==> config.mk <==
export PLATFORM = sky130hd
export DESIGN_NAME = cpi_sqrt_pipe
export DESIGN_NICKNAME = d
export VERILOG_FILES = /design/src/rtl/core/cpi_sqrt_pipe.sv
export SDC_FILE = /design/constraint.sdc
export NUM_CORES = 1
export LEC_CHECK = 0
export ABC_AREA = 1
export BUFFER_PORTS_ARGS = -buffer_cell sky130_fd_sc_hd__buf_2
export CAP_MARGIN = 20
export CORE_MARGIN = 3
export CORE_UTILIZATION = 40
export CTS_CLUSTER_DIAMETER = 120
export DETAILED_ROUTE_END_ITERATION = 8
export SYNTH_ARGS = -nofsm -noshare
export SYNTH_HDL_FRONTEND = slang
export SYNTH_SLANG_ARGS = --single-unit
export TNS_END_PERCENT = 100
==> constraint.sdc <==
create_clock -name clk -period 2.7 [get_ports clk]
set_input_delay 0.27 -clock clk [delete_from_list [all_inputs] [get_ports clk]]
set_output_delay 0.27 -clock clk [all_outputs]
set_load 0.005 [all_outputs]
==> src/rtl/core/cpi_sqrt_pipe.sv <==
// cpi_sqrt_pipe: pipelined floor square root, one root bit per register stage
// no package dependencies; side data and a valid bit travel with each word
module cpi_sqrt_pipe #(
    parameter int K      = 17,
    parameter int SIDE_W = 1
) (
    input  logic              clk,
    input  logic              rst_n,
    input  logic              en,
    input  logic              in_vld,
    input  logic [2*K-1:0]    val,
    input  logic [SIDE_W-1:0] side_in,
    output logic              out_vld,
    output logic [K-1:0]      root,
    output logic [SIDE_W-1:0] side_out
);

    logic [K+1:0]      rem_reg   [1:K];
    logic [K+1:0]      rem_next  [1:K];
    logic [K-1:0]      root_reg  [1:K];
    logic [K-1:0]      root_next [1:K];
    logic [2*K-1:0]    val_reg   [1:K];
    logic [2*K-1:0]    val_next  [1:K];
    logic [SIDE_W-1:0] side_reg  [1:K];
    logic [K:1]        vld_reg;

    for (genvar s = 1; s <= K; s++)
    begin : g_stage
        logic [K+1:0]      rem_prev;
        logic [K-1:0]      root_prev;
        logic [2*K-1:0]    val_prev;
        logic [SIDE_W-1:0] side_prev;
        logic              vld_prev;
        logic [K+3:0]      cur;
        logic [K+3:0]      trial;
        logic              ge;

        // stage input: pipe input or previous stage
        if (s == 1)
        begin : g_first
            assign rem_prev  = '0;
            assign root_prev = '0;
            assign val_prev  = val;
            assign side_prev = side_in;
            assign vld_prev  = in_vld;
        end
        else
        begin : g_next
            assign rem_prev  = rem_reg[s-1];
            assign root_prev = root_reg[s-1];
            assign val_prev  = val_reg[s-1];
            assign side_prev = side_reg[s-1];
            assign vld_prev  = vld_reg[s-1];
        end

        // one restoring root step on the next two radicand bits
        always_comb
        begin
            cur          = {rem_prev, val_prev[2*K-1 -: 2]};
            trial        = (K+4)'({root_prev, 2'b01});
            ge           = (cur >= trial);
            rem_next[s]  = ge ? (K+2)'(cur - trial) : (K+2)'(cur);
            root_next[s] = {root_prev[K-2:0], ge};
            val_next[s]  = {val_prev[2*K-3:0], 2'b00};
        end

        // valid bit
        always_ff @(posedge clk or negedge rst_n)
        begin
            if (!rst_n)
            begin
                vld_reg[s] <= 1'b0;
            end
            else if (en)
            begin
                vld_reg[s] <= vld_prev;
            end
        end

        // stage payload
        always_ff @(posedge clk)
        begin
            if (en)
            begin
                root_reg[s] <= root_next[s];
                side_reg[s] <= side_prev;
            end
        end

        // remainder and radicand only needed by later steps
        if (s < K)
        begin : g_keep
            always_ff @(posedge clk)
            begin
                if (en)
                begin
                    rem_reg[s] <= rem_next[s];
                    val_reg[s] <= val_next[s];
                end
            end
        end
    end

    assign out_vld  = vld_reg[K];
    assign root     = root_reg[K];
    assign side_out = side_reg[K];

endmodule

==> flow_summary_export.csv <==
group,metric,value,unit
outcome,outcome,"finished, final reports clean",
synthesis,synth_area_leaders,"edfxtp_1, nand2_1, inv_1, ha_1, nor2_1",
global_routing,first_global_vias,25800,
synthesis,syn_avg_cell_area,9.40,µm²
global_routing,grt_usage,17.1,%
synthesis,synth_edf_count,724,
worst_setup_path,start_kind,"register",
drt,postRouteAntennaNets,0,
synthesis,synth_compound_area_share,4.49,%
drt,wl,84900,µm
place,dp_hpwl,64100,µm
cts,cts_sinks,741,
place,routabilityCongestion,0.905,
timing,clock_skew,0.0496,ns
cells_and_area,n_antenna_cell,0,
timing,setup_viol,0,
cells_and_area,area_growth,13.8,%
power,power.density,729,nW/µm²
cells_and_area,fillers,9055,
timing,grt_setup_unrepaired,"no",
cells_and_area,regArea,22200,µm²
global_routing,antenna_found_initial,0,
synthesis,synth_top_cell_area_share,56.6,%
timing,holdWs,0.0644,ns
timing,min_period_over_period,91.9,%
cells_and_area,final_cell_mix,"nand2_1, edfxtp_1, inv_1",
power,ir_worst_vdd,0.000503,V
cts,cts_resized,0,
cts,root_buffer,"clkbuf_16",
drt,wl_per_cell,15.1,µm
cts,htreeDepth,3,
cts,clk_latency,0.67,ns
synthesis,yosysWarningCount,0,
synthesis,ys_seq_area_share,57.7,%
worst_setup_path,critPathCaptureType,"register",
synthesis,synth_top_family_by_area,"simple AND/OR/NAND/NOR gates",
place,dp_cells,5415,
flow_run,cap_violations,0,
die,die_area,99700,µm²
cells_and_area,nets,4483,
cts,clk_pin_slew,0.06,ns
cells_and_area,multi_input_area,13500,µm²
die,die-height,316,µm
power,p_leak,19.5,nW
timing,slew_violations,0,
cells_and_area,finalInstanceArea,43700,µm²
timing,finalCriticalPeriod,2.48,ns
timing,finalHoldViolCount,0,
cells_and_area,final_common_cell,"nand2_1",
hold_path,hold_path.class,"in -> async",
place,io_buffer_count,57,
global_routing,overflow,0,
synthesis,synth_area_leader_cell,"edfxtp_1",
synthesis,ys_ff_latch,741,
cts,cts.path.max_buffers,3,
die,core,95200,µm²
drt,vias,26700,
synthesis,synth_nets,4293,
drt,drc,0,
timing,fin_ws,0.218,ns
timing,max_freq,403,MHz
cells_and_area,postLayoutCoreUtil,45.9,%
timing,setup_tns,0,ns
timing,relSlewSlack,55.8,%
synthesis,synth_fa_ha_area_share,5.57,%
synthesis,synthMuxAreaShare,0.0293,%
synthesis,synthFlopType,"edfxtp_1",
worst_setup_path,arrival,2.88,ns
power,total_power,31.8,mW
synthesis,synth-xor-area-share,2.81,%
worst_setup_path,path_class,"reg -> reg",
synthesis,netlist_area,38400,µm²
die,rows,113,
die,die_w,316,µm
synthesis,synthDistinctLibCells,46,
cells_and_area,drive_gt1_share,7.41,%
synthesis,synth_cells,4083,
die,num_io_pins,58,
cells_and_area,fin_cells,5608,
place,dp_slack,0.202,ns
synthesis,synthSimpleGateAreaFrac,22.3,%
worst_setup_path,worstPathRequired,3.10,ns
drt,drt_iter0_drc,1749,
die,initial_utilization,40.4,%
drt,drt_first_pass_iters,5,
timing,tightest_slew,0.661,ns
cells_and_area,largest_reg_flops,282,
drt,drt-vias-per-instance,4.76,
cts,numCtsBuffers,83,
synthesis,async_reset_ff_share,2.29,%
place,dpl_cell_area,40500,µm²
cts,cts_tree,"done",
global_routing,grt_max_degree,85,
worst_setup_path,critical_path_peak_fanout,18,
global_routing,grt_pass1_wl,136000,µm
-- logic make-up after synthesis --
group                    count (synthesis)
AO/OA/AOI/OAI                          310
multiplexers                             1
buffers and inverters                  686
flip-flops                             741
adder cells (fa/ha/maj)                171
other                                    1
XOR/XNOR                               123
AND/OR/NAND/NOR                       2050
-- path summary, 6_finish.rpt --
check	from	endpoint	slack (ns)	cells after the start
worst max-delay path	rem_reg[1][5]$_DFFE_PP_	rem_reg[1][37]$_DFFE_PP_	0.22	9
worst min register to register	side_reg[0][2]$_DFFE_PP_	side_reg[0][3]$_DFFE_PP_	0.40	0
worst min-delay path	rst_n	g_stage[13].vld_prev$_DFFE_PN0P_	0.06	2
min in group clk	en	rem_reg[1][1]$_DFFE_PP_	0.09	1
worst max register to register	rem_reg[1][5]$_DFFE_PP_	rem_reg[1][37]$_DFFE_PP_	0.22	9
max in group asynchronous	rst_n	g_stage[11].vld_prev$_DFFE_PN0P_	2.36	2
-- cells in the mapped netlist, drive strengths merged (3+ instances only) --
cell type / number
o21a: 3
buf: 25
a21oi: 160
clkbuf: 5
and2: 6
edfxtp: 724
dfrtp: 17
nor3: 40
xnor2: 39
and3: 4
or2: 5
ha: 171
nand3: 241
o21bai: 9
nand2: 1310
nor2: 370
inv: 656
o21ai: 132
nand3b: 35
xor2: 84
nand4: 35
or3: 3
-- timing repair --
item | 4_1_cts | 5_1_grt
buffers inserted | 0 | 0
endpoints found under the hold margin | 54 | 0
hold buffers | 38 | 0
-- critical path, cell delays in order, from the launching register on --
cell and delay, ns:
edfxtp_1 0.42, ha_1 0.39, nand2_1 0.15, inv_1 0.07
a21oi_1 0.21, nor2_1 0.08, nor2_2 0.14, nand3_2 0.34
inv_2 0.34, a21oi_1 0.10
-- power breakdown --
group          switching (mW)  internal (mW)  leakage (nW)
Sequential              0.738           14.1          7.14
Clock                    4.65           7.01          1.37
Combinational            3.51           1.89          11.0
-- final cells by class --
cell class                 instances  area share [%]
timing repair buffer             135            2.63
sequential                       741            50.7
clock inverter                    49            1.43
clock buffer                     106            5.07
inverter                         656            5.63
multi-input combinational       2656            30.9
tap                             1265            3.62
-- layer usage --
layer	global-route usage, %	wire (µm)	vias up
met5	0	0	-
met2	28.1	39300	493
met3	2.49	3520	147
li1	-	-	13700
met4	6.07	2500	0
met1	23.1	39500	12400
Power figures use the tool's default switching activity.
