--- src/rtl/core/cpi_div_pipe.sv ---
// cpi_div_pipe: pipelined unsigned restoring divider, one quotient bit per stage
// lanes share one divisor; no package dependencies
module cpi_div_pipe #(
    parameter int N      = 34,
    parameter int D      = 18,
    parameter int Q      = 17,
    parameter int LANES  = 1,
    parameter int SIDE_W = 1
) (
    input  logic                      clk,
    input  logic                      rst_n,
    input  logic                      en,
    input  logic                      in_vld,
    input  logic [LANES-1:0][N-1:0]   num,
    input  logic [D-1:0]              den,
    input  logic [SIDE_W-1:0]         side_in,
    output logic                      out_vld,
    output logic [LANES-1:0][Q-1:0]   quo,
    output logic [SIDE_W-1:0]         side_out
);

    logic [LANES-1:0][D-1:0] rem_reg  [1:Q];
    logic [LANES-1:0][D-1:0] rem_next [1:Q];
    logic [LANES-1:0][Q-1:0] lo_reg   [1:Q];
    logic [LANES-1:0][Q-1:0] lo_next  [1:Q];
    logic [D-1:0]            den_reg  [1:Q];
    logic [SIDE_W-1:0]       side_reg [1:Q];
    logic [Q:1]              vld_reg;

    for (genvar s = 1; s <= Q; s++)
    begin : g_stage
        logic [LANES-1:0][D-1:0] rem_prev;
        logic [LANES-1:0][Q-1:0] lo_prev;
        logic [D-1:0]            den_prev;
        logic [SIDE_W-1:0]       side_prev;
        logic                    vld_prev;

        // stage input: upper dividend bits seed the remainder
        if (s == 1)
        begin : g_first
            for (genvar l = 0; l < LANES; l++)
            begin : g_seed
                assign rem_prev[l] = D'(num[l][N-1:Q]);
                assign lo_prev[l]  = num[l][Q-1:0];
            end
            assign den_prev  = den;
            assign side_prev = side_in;
            assign vld_prev  = in_vld;
        end
        else
        begin : g_next
            assign rem_prev  = rem_reg[s-1];
            assign lo_prev   = lo_reg[s-1];
            assign den_prev  = den_reg[s-1];
            assign side_prev = side_reg[s-1];
            assign vld_prev  = vld_reg[s-1];
        end

        // trial subtract per lane, quotient bit shifts in at the bottom
        for (genvar l = 0; l < LANES; l++)
        begin : g_lane
            logic [D:0] t;
            logic [D:0] diff;
            logic       ge;

            always_comb
            begin
                t              = {rem_prev[l], lo_prev[l][Q-1]};
                diff           = t - {1'b0, den_prev};
                ge             = !diff[D];
                rem_next[s][l] = ge ? diff[D-1:0] : t[D-1:0];
                lo_next[s][l]  = {lo_prev[l][Q-2:0], ge};
            end
        end

        // valid bit
        always_ff @(posedge clk or negedge rst_n)
        begin
            if (!rst_n)
            begin
                vld_reg[s] <= 1'b0;
            end
            else if (en)
            begin
                vld_reg[s] <= vld_prev;
            end
        end

        // stage payload
        always_ff @(posedge clk)
        begin
            if (en)
            begin
                lo_reg[s]   <= lo_next[s];
                side_reg[s] <= side_prev;
            end
        end

        // remainder and divisor only needed by later steps
        if (s < Q)
        begin : g_keep
            always_ff @(posedge clk)
            begin
                if (en)
                begin
                    rem_reg[s] <= rem_next[s];
                    den_reg[s] <= den_prev;
                end
            end
        end
    end

    assign out_vld  = vld_reg[Q];
    assign quo      = lo_reg[Q];
    assign side_out = side_reg[Q];

endmodule
--- config.mk ---
export PLATFORM = sky130hd
export DESIGN_NAME = cpi_div_pipe
export DESIGN_NICKNAME = d
export VERILOG_FILES = /design/src/rtl/core/cpi_div_pipe.sv
export SDC_FILE = /design/constraint.sdc
export NUM_CORES = 1
export LEC_CHECK = 0
export BUFFER_PORTS_ARGS = -buffer_cell sky130_fd_sc_hd__buf_2
export CAP_MARGIN = 20
export CORE_UTILIZATION = 40
export CTS_CLUSTER_SIZE = 28
export DETAILED_ROUTE_END_ITERATION = 6
export MAX_ROUTING_LAYER = met4
export REMOVE_ABC_BUFFERS = 1
export SETUP_SLACK_MARGIN = 0.1
export SYNTH_ARGS = -nofsm -noshare
export SYNTH_HDL_FRONTEND = slang
export SYNTH_SLANG_ARGS = --single-unit
--- constraint.sdc ---
create_clock -name clk -period 4.2 [get_ports clk]
set_input_delay 0.21 -clock clk [delete_from_list [all_inputs] [get_ports clk]]
set_output_delay 0.21 -clock clk [all_outputs]
set_load 0.02 [all_outputs]
==> results of run 1 <==
## power breakdown
part / switching, mW / total (mW) / internal, mW
clock network: 3.54 / 8.60 / 5.06
logic: 8.20 / 16.4 / 8.17
registers: 1.09 / 14.1 / 13.0
## critical path: stages, from the launching register on
cell,delay (ns)
edfxtp_1,0.51
ha_1,0.27
fa_1,0.42
nor2b_1,0.17
o2111a_1,0.19
a211oi_1,0.08
a2111o_1,0.42
a21oi_1,0.22
xor2_2,0.50
buf_4,0.30
mux2_2,0.36
## worst max-delay path by stage
stage | from | to | slack, ns | depth (start not counted)
floorplan | den_reg[0][180]$_DFFE_PP_ | rem_reg[0][200]$_DFFE_PP_ | 0.62 | 9
detailed placement | den_reg[0][180]$_DFFE_PP_ | rem_reg[0][210]$_DFFE_PP_ | 0.48 | 10
finish | den_reg[0][180]$_DFFE_PP_ | rem_reg[0][214]$_DFFE_PP_ | 0.50 | 10
global placement | num[16] | rem_reg[0][22]$_DFFE_PP_ | 0.53 | 13
CTS | den_reg[0][180]$_DFFE_PP_ | rem_reg[0][214]$_DFFE_PP_ | 0.43 | 10
global route | den_reg[0][180]$_DFFE_PP_ | rem_reg[0][210]$_DFFE_PP_ | 0.25 | 10
## routing by layer
metal / global-route usage (%) / share of wire, % / up-vias
met5: - / 0 / -
met4: 5.57 / 3.1 / 0
met3: 2.16 / 3.5 / 169
met2: 25.3 / 50 / 437
met1: 16.7 / 43 / 12700
li1: - / - / 13300
## layout make-up
cell class / count / area [µm²]
Timing Repair Buffer: 173 / 1380
Tap cell: 1500 / 1880
Sequential cell: 899 / 26900
Clock buffer: 131 / 2710
Inverter: 382 / 1440
Multi-Input combinational cell: 2128 / 16900
Clock inverter: 61 / 556
Fill cell: 10100 / 60900
## stage by stage
| stage | hold slack (ns) | util [%] |
|---|---|---|
| detailed placement | 0.146 | 42.6 |
| finish | 0.0691 | 46.0 |
| floorplan | -0.0856 | - |
| CTS | 0.0488 | 46.0 |
| global placement | 0.144 | 42.6 |
| global route | 0.0801 | 46.0 |
## cells by family after synthesis
group	Yosys count	synth area share, %
flops	899	59.1
compound gates	721	10.0
simple gates	572	6.30
buf+inv	440	3.78
fa+ha+maj	321	9.09
mux	288	7.18
xor+xnor	226	4.50
## cell usage in the layout, fill, tap and decap left out, types with 15 or more instances in the layout
cell type      count
o31ai_1           23
nor2_1           169
and2_1            17
o211ai_1          16
ha_1             305
xnor2_1          142
nand2_1          108
clkbuf_16        103
xor2_1            72
edfxtp_1         882
nor2b_1           49
clkbuf_1          25
or2_2             15
a21o_1            84
mux2i_1           43
mux2_2           223
buf_2             74
mux2_4            21
clkinv_1          23
nor3_1            32
a211oi_1          24
inv_1            381
fa_1              16
o21ai_0          144
dlygate4sd3_1     56
o21a_1            38
or3_1             21
a21oi_1          230
nand2b_1          34
dfrtp_1           17
clkinv_2          19
a31oi_1           29
nand3_1           51
buf_4             32
o21bai_1          17
nand4_1           29
==> results.yml, run 1 <==
outcome:
  outcome: "finished clean"
sta:
  final.min_clock_period_ns: 3.70
  hold_viol_final: 0
  drv_slew: 0
  tightest_slew_ns: 0.849
  setup-violations-final: 0
  relSlewSlack_pct: 42.6
  fmax_mhz: 270
  layout_setup_ws_ns: 0.503
  tns_ns: 0
  skew_ns: 0.0216
  rsz0062_at_grt: "no"
  final.period_utilization_pct: 88.0
yosys:
  async_flop_share_pct: 1.89
  synth-seq-area-share_pct: 59.1
  syn_area_um2: 45500
  ys.flop_type: "edfxtp_1"
  synthCells: 3467
  synth-edff-count: 882
  synth_top_cell_by_area: "edfxtp_1"
  yosys-top-cells-area: "edfxtp_1, ha_1, mux2_2, inv_1, xnor2_1"
  synth_top_area_share_pct: 58.2
  ys_warn_count: 0
  synth.distinct_cells: 76
  syn_area_per_cell_um2: 13.1
  post-synth-top-count-cell: "edfxtp_1"
  ys_ff_latch: 899
  netlist_top_cells_count: "edfxtp_1, inv_1, ha_1"
place:
  io_buffers: 75
  placed_cell_area_um2: 47900
  place_congestion: 0.900
  dpl.cell_count: 5025
  place_ws_ns: 0.481
  hpwl_um: 57300
global_routing:
  grt-ovfl-total: 0
  grt_pass1_wl_um: 133000
  grt_usage_pct: 14.5
  antenna_found_initial: 0
  grt_pass1_vias: 26900
  grt_max_degree: 91
worst_hold_path:
  hold_path_end: "lo_reg[2][18]$_DFFE_PP_"
  hp-class: "in2reg"
  hold_path_depth: 1
  min_from: "en"
setup_path:
  ff2ff_setup_slack_ns: 0.50
  crit_arrival_ns: 4.12
  crit_type: "reg2reg"
  timing.rr.end: "rem_reg[0][214]$_DFFE_PP_"
  r2r_start: "den_reg[0][180]$_DFFE_PP_"
  cp-start-kind: "register"
  crit_path_end_kind: "register"
  r2r_cells: 10
  cp_max_fo: 11
  cp.required_ns: 4.62
clocking:
  clock-sinks: 899
  cts_resized: 0
  cts_buffers: 102
  cts_max_level: 3
  post-cts-setup-buffers: 0
  clock_latency_ns: 0.68
  ctsHoldBuffers: 56
  clock_path_buffers: 3
  cts-root-buf: "clkbuf_16"
  cts_tree: "yes"
  path_clk_slew_ns: 0.06
finish:
  diodes: 0
  postLayoutCellArea_um2: 51800
  drive_above_1_share_pct: 14.7
  largest_register_ffs: 289
  syn_to_final_growth_pct: 13.8
  final_nets: 4064
  fin_cells: 5274
pwr:
  p_leak_nw: 20.6
  finalPower_mw: 39.1
  p_per_area_nw_per_um2: 754
  peakVddDrop_uv: 380
detailed_routing:
  via_count: 26600
  drc: 0
  wl_um: 80500
  ant_nets: 0
  avgViaCountPerCell: 5.04
  wire_per_inst_um: 15.3
  dr.first_iter.drc_count: 1540
  drt_first_pass_iters: 5
floorplanning:
  rows: 123
  boundaryPins: 76
  chipHeight_um: 339
  core_um2: 113000
  dieWidth_um: 339
  dieArea_um2: 115000
  start_util_pct: 40.4
job:
  drv_cap: 0
No activity file was read; power rests on OpenSTA's default activity.
==> inputs of run 2 (changes only) <==
--- a/config.mk
+++ b/config.mk
@@ -8,6 +8,7 @@
 export BUFFER_PORTS_ARGS = -buffer_cell sky130_fd_sc_hd__buf_2
 export CAP_MARGIN = 20
 export CORE_UTILIZATION = 40
+export CTS_BUF_LIST = sky130_fd_sc_hd__clkbuf_4
 export CTS_CLUSTER_SIZE = 28
 export DETAILED_ROUTE_END_ITERATION = 6
 export MAX_ROUTING_LAYER = met4
==> results.yml, run 2 (synthesized netlist as in run 1, its figures left out) <==
outcome:
  outcome: "finished clean"
pwr:
  power_frac_seq_pct: 36.9
  p_int_mw: 25.3
  peakVddDrop_uv: 355
  switching_share_pct: 33.8
  p_per_area_nw_per_um2: 730
  p_leak_nw: 21.1
  switchingPower_mw: 12.9
  power_frac_comb_pct: 43.1
  power_frac_clock_pct: 20.0
setup_path:
  crit_path_end_kind: "register"
  crit_family: "buffers and inverters"
  max_stage_delay_ns: 0.58
  crit_type: "in2reg"
  crit_slowest_cell: "dlygate4sd3_1"
  path_cells: "dlygate4sd3_1 > buf_2 > dlygate4sd3_1 > inv_1 > ha_1 > inv_1 > fa_1 > a21oi_1 > o21ai_0 > a21oi_1 > nor3_1 > o41ai_1 > buf_4 > a21oi_2 > buf_8 > buf_4 > nor2_1 > a21oi_1 > dlygate4sd3_1"
  r2r_cells: 10
  cp.required_ns: 5.09
  path_depth: 19
  crit_arrival_ns: 4.78
  cp-start-kind: "input pin"
  cp_max_fo: 20
  cp_num_buf_inv: 9
clocking:
  cts_max_level: 4
  clock_path_buffers: 3
  cts_buffers: 241
  path_clk_slew_ns: 0.06
  cts_tree: "yes"
  cts-root-buf: "clkbuf_4"
  clock_latency_ns: 1.17
  clock-sinks: 899
floorplanning:
  boundaryPins: 76
  dieArea_um2: 115000
  start_util_pct: 40.4
  rows: 123
  chipHeight_um: 339
  core_um2: 113000
  dieWidth_um: 339
place:
  place_congestion: 0.900
  io_buffers: 75
  place_ws_ns: 0.481
  hpwl_um: 57300
  placed_cell_area_um2: 47900
sta:
  drv_slew: 0
  setup-violations-final: 0
  rsz0062_at_grt: "no"
  hold_viol_final: 0
  tightest_slew_ns: 0.904
  layout_setup_ws_ns: 0.309
  final.min_clock_period_ns: 3.89
  fmax_mhz: 257
  tns_ns: 0
  relSlewSlack_pct: 38.1
  skew_ns: 0.0941
  final.period_utilization_pct: 92.7
detailed_routing:
  via_count: 27700
  wire_per_inst_um: 14.8
  wl_um: 82500
  dr.first_iter.drc_count: 1502
  drc: 0
  ant_nets: 0
  avgViaCountPerCell: 4.97
  drt_first_pass_iters: 6
global_routing:
  grt_pass1_vias: 28500
  grt_usage_pct: 15.0
  grt_max_degree: 91
  grt-ovfl-total: 0
  antenna_found_initial: 3
  grt_pass1_wl_um: 137000
finish:
  layout_common_cells: "edfxtp_1, inv_1, clkbuf_4"
  syn_to_final_growth_pct: 14.9
  drive_above_1_share_pct: 19.0
  largest_register_ffs: 289
  final_common_cell: "edfxtp_1"
  fillCellCount: 10200
  postLayoutCellArea_um2: 52300
  final_nets: 4272
job:
  drv_cap: 0
worst_hold_path:
  hp-class: "in2async"
run 2: cell count changes in the layout (fill, tap and decap cells not counted), moves of 2 or more:
cell	delta
clkbuf_4	+340
clkbuf_16	-103
dlygate4sd3_1	+69
clkinv_1	+35
clkbuf_1	-25
clkinv_2	-6
diode_2	+6
inv_6	-4
clkbuf_8	-3
bufinv_16	-2
clkinvlp_4	+2
run 2: per-stage QoR:
step                      cells  util (%)  power [mW]  hold slack, ns
after floorplan            3409         -        26.8         -0.0856
after detailed placement   5025      42.6        30.5           0.146
after global routing       5580      46.4        41.1           0.142
after CTS                  5573      46.4        38.7         0.00329
after global placement     5025      42.6        30.3           0.144
final                      5580      46.4        38.2           0.214
run 2: layer usage:
metal / GRT usage (%) / wire length, µm
met1: 16.3 / 34500
met2: 25.8 / 41900
met3: 3.31 / 3430
met4: 7.46 / 2780
met5: - / 0
run 2: what timing repair did:
item	in CTS	in global routing
hold buffers	125	0
hold endpoints to repair	969	0
resized for setup	0	0
endpoints found under the setup margin	0	0
setup buffers	0	0
run 2: area by class of cell:
| class | instances | area, µm² | area share [%] |
|---|---|---|---|
| multi-input cells | 2128 | 16900 | 32.3 |
| inverters | 382 | 1440 | 2.75 |
| clock buffers | 340 | 2550 | 4.88 |
| diodes | 6 | 15.0 | 0.0287 |
| well taps | 1500 | 1880 | 3.59 |
| repair buffers | 242 | 2070 | 3.96 |
| clock inverters | 83 | 518 | 0.990 |
| flip-flops and latches | 899 | 26900 | 51.5 |
run 2: worst paths after layout:
kind                                           start                                to  slack [ns]
min in group clk                                  en           lo_reg[2][18]$_DFFE_PP_        0.22
max reg2reg                den_reg[0][180]$_DFFE_PP_         rem_reg[0][214]$_DFFE_PP_        0.51
min                                            rst_n   g_stage[5].vld_prev$_DFFE_PN0P_        0.21
max in group asynchronous                      rst_n  g_stage[16].vld_prev$_DFFE_PN0P_        3.49
max                                          num[16]          rem_reg[0][20]$_DFFE_PP_        0.31
min reg2reg                 side_reg[0][2]$_DFFE_PP_          side_reg[0][3]$_DFFE_PP_        0.38
run 2: power by group through the flow:
stage | registers [mW] | clock network, mW | logic, mW
finish | 14.1 | 7.66 | 16.4
global placement | 14.3 | 0 | 16.0
floorplan | 13.8 | 0 | 12.9
CTS | 14.1 | 8.06 | 16.5
global route | 14.3 | 8.51 | 18.2
detailed placement | 14.3 | 0 | 16.2
run 2: worst reg2reg max path, cell delays in order (launching register included):
cell and delay, ns:
edfxtp_1 0.50, ha_1 0.27, fa_1 0.42, nor2b_1 0.17
o2111a_1 0.19, a211oi_1 0.08, a2111o_1 0.42, a21oi_1 0.22
xor2_2 0.51, buf_4 0.30, mux2_2 0.36
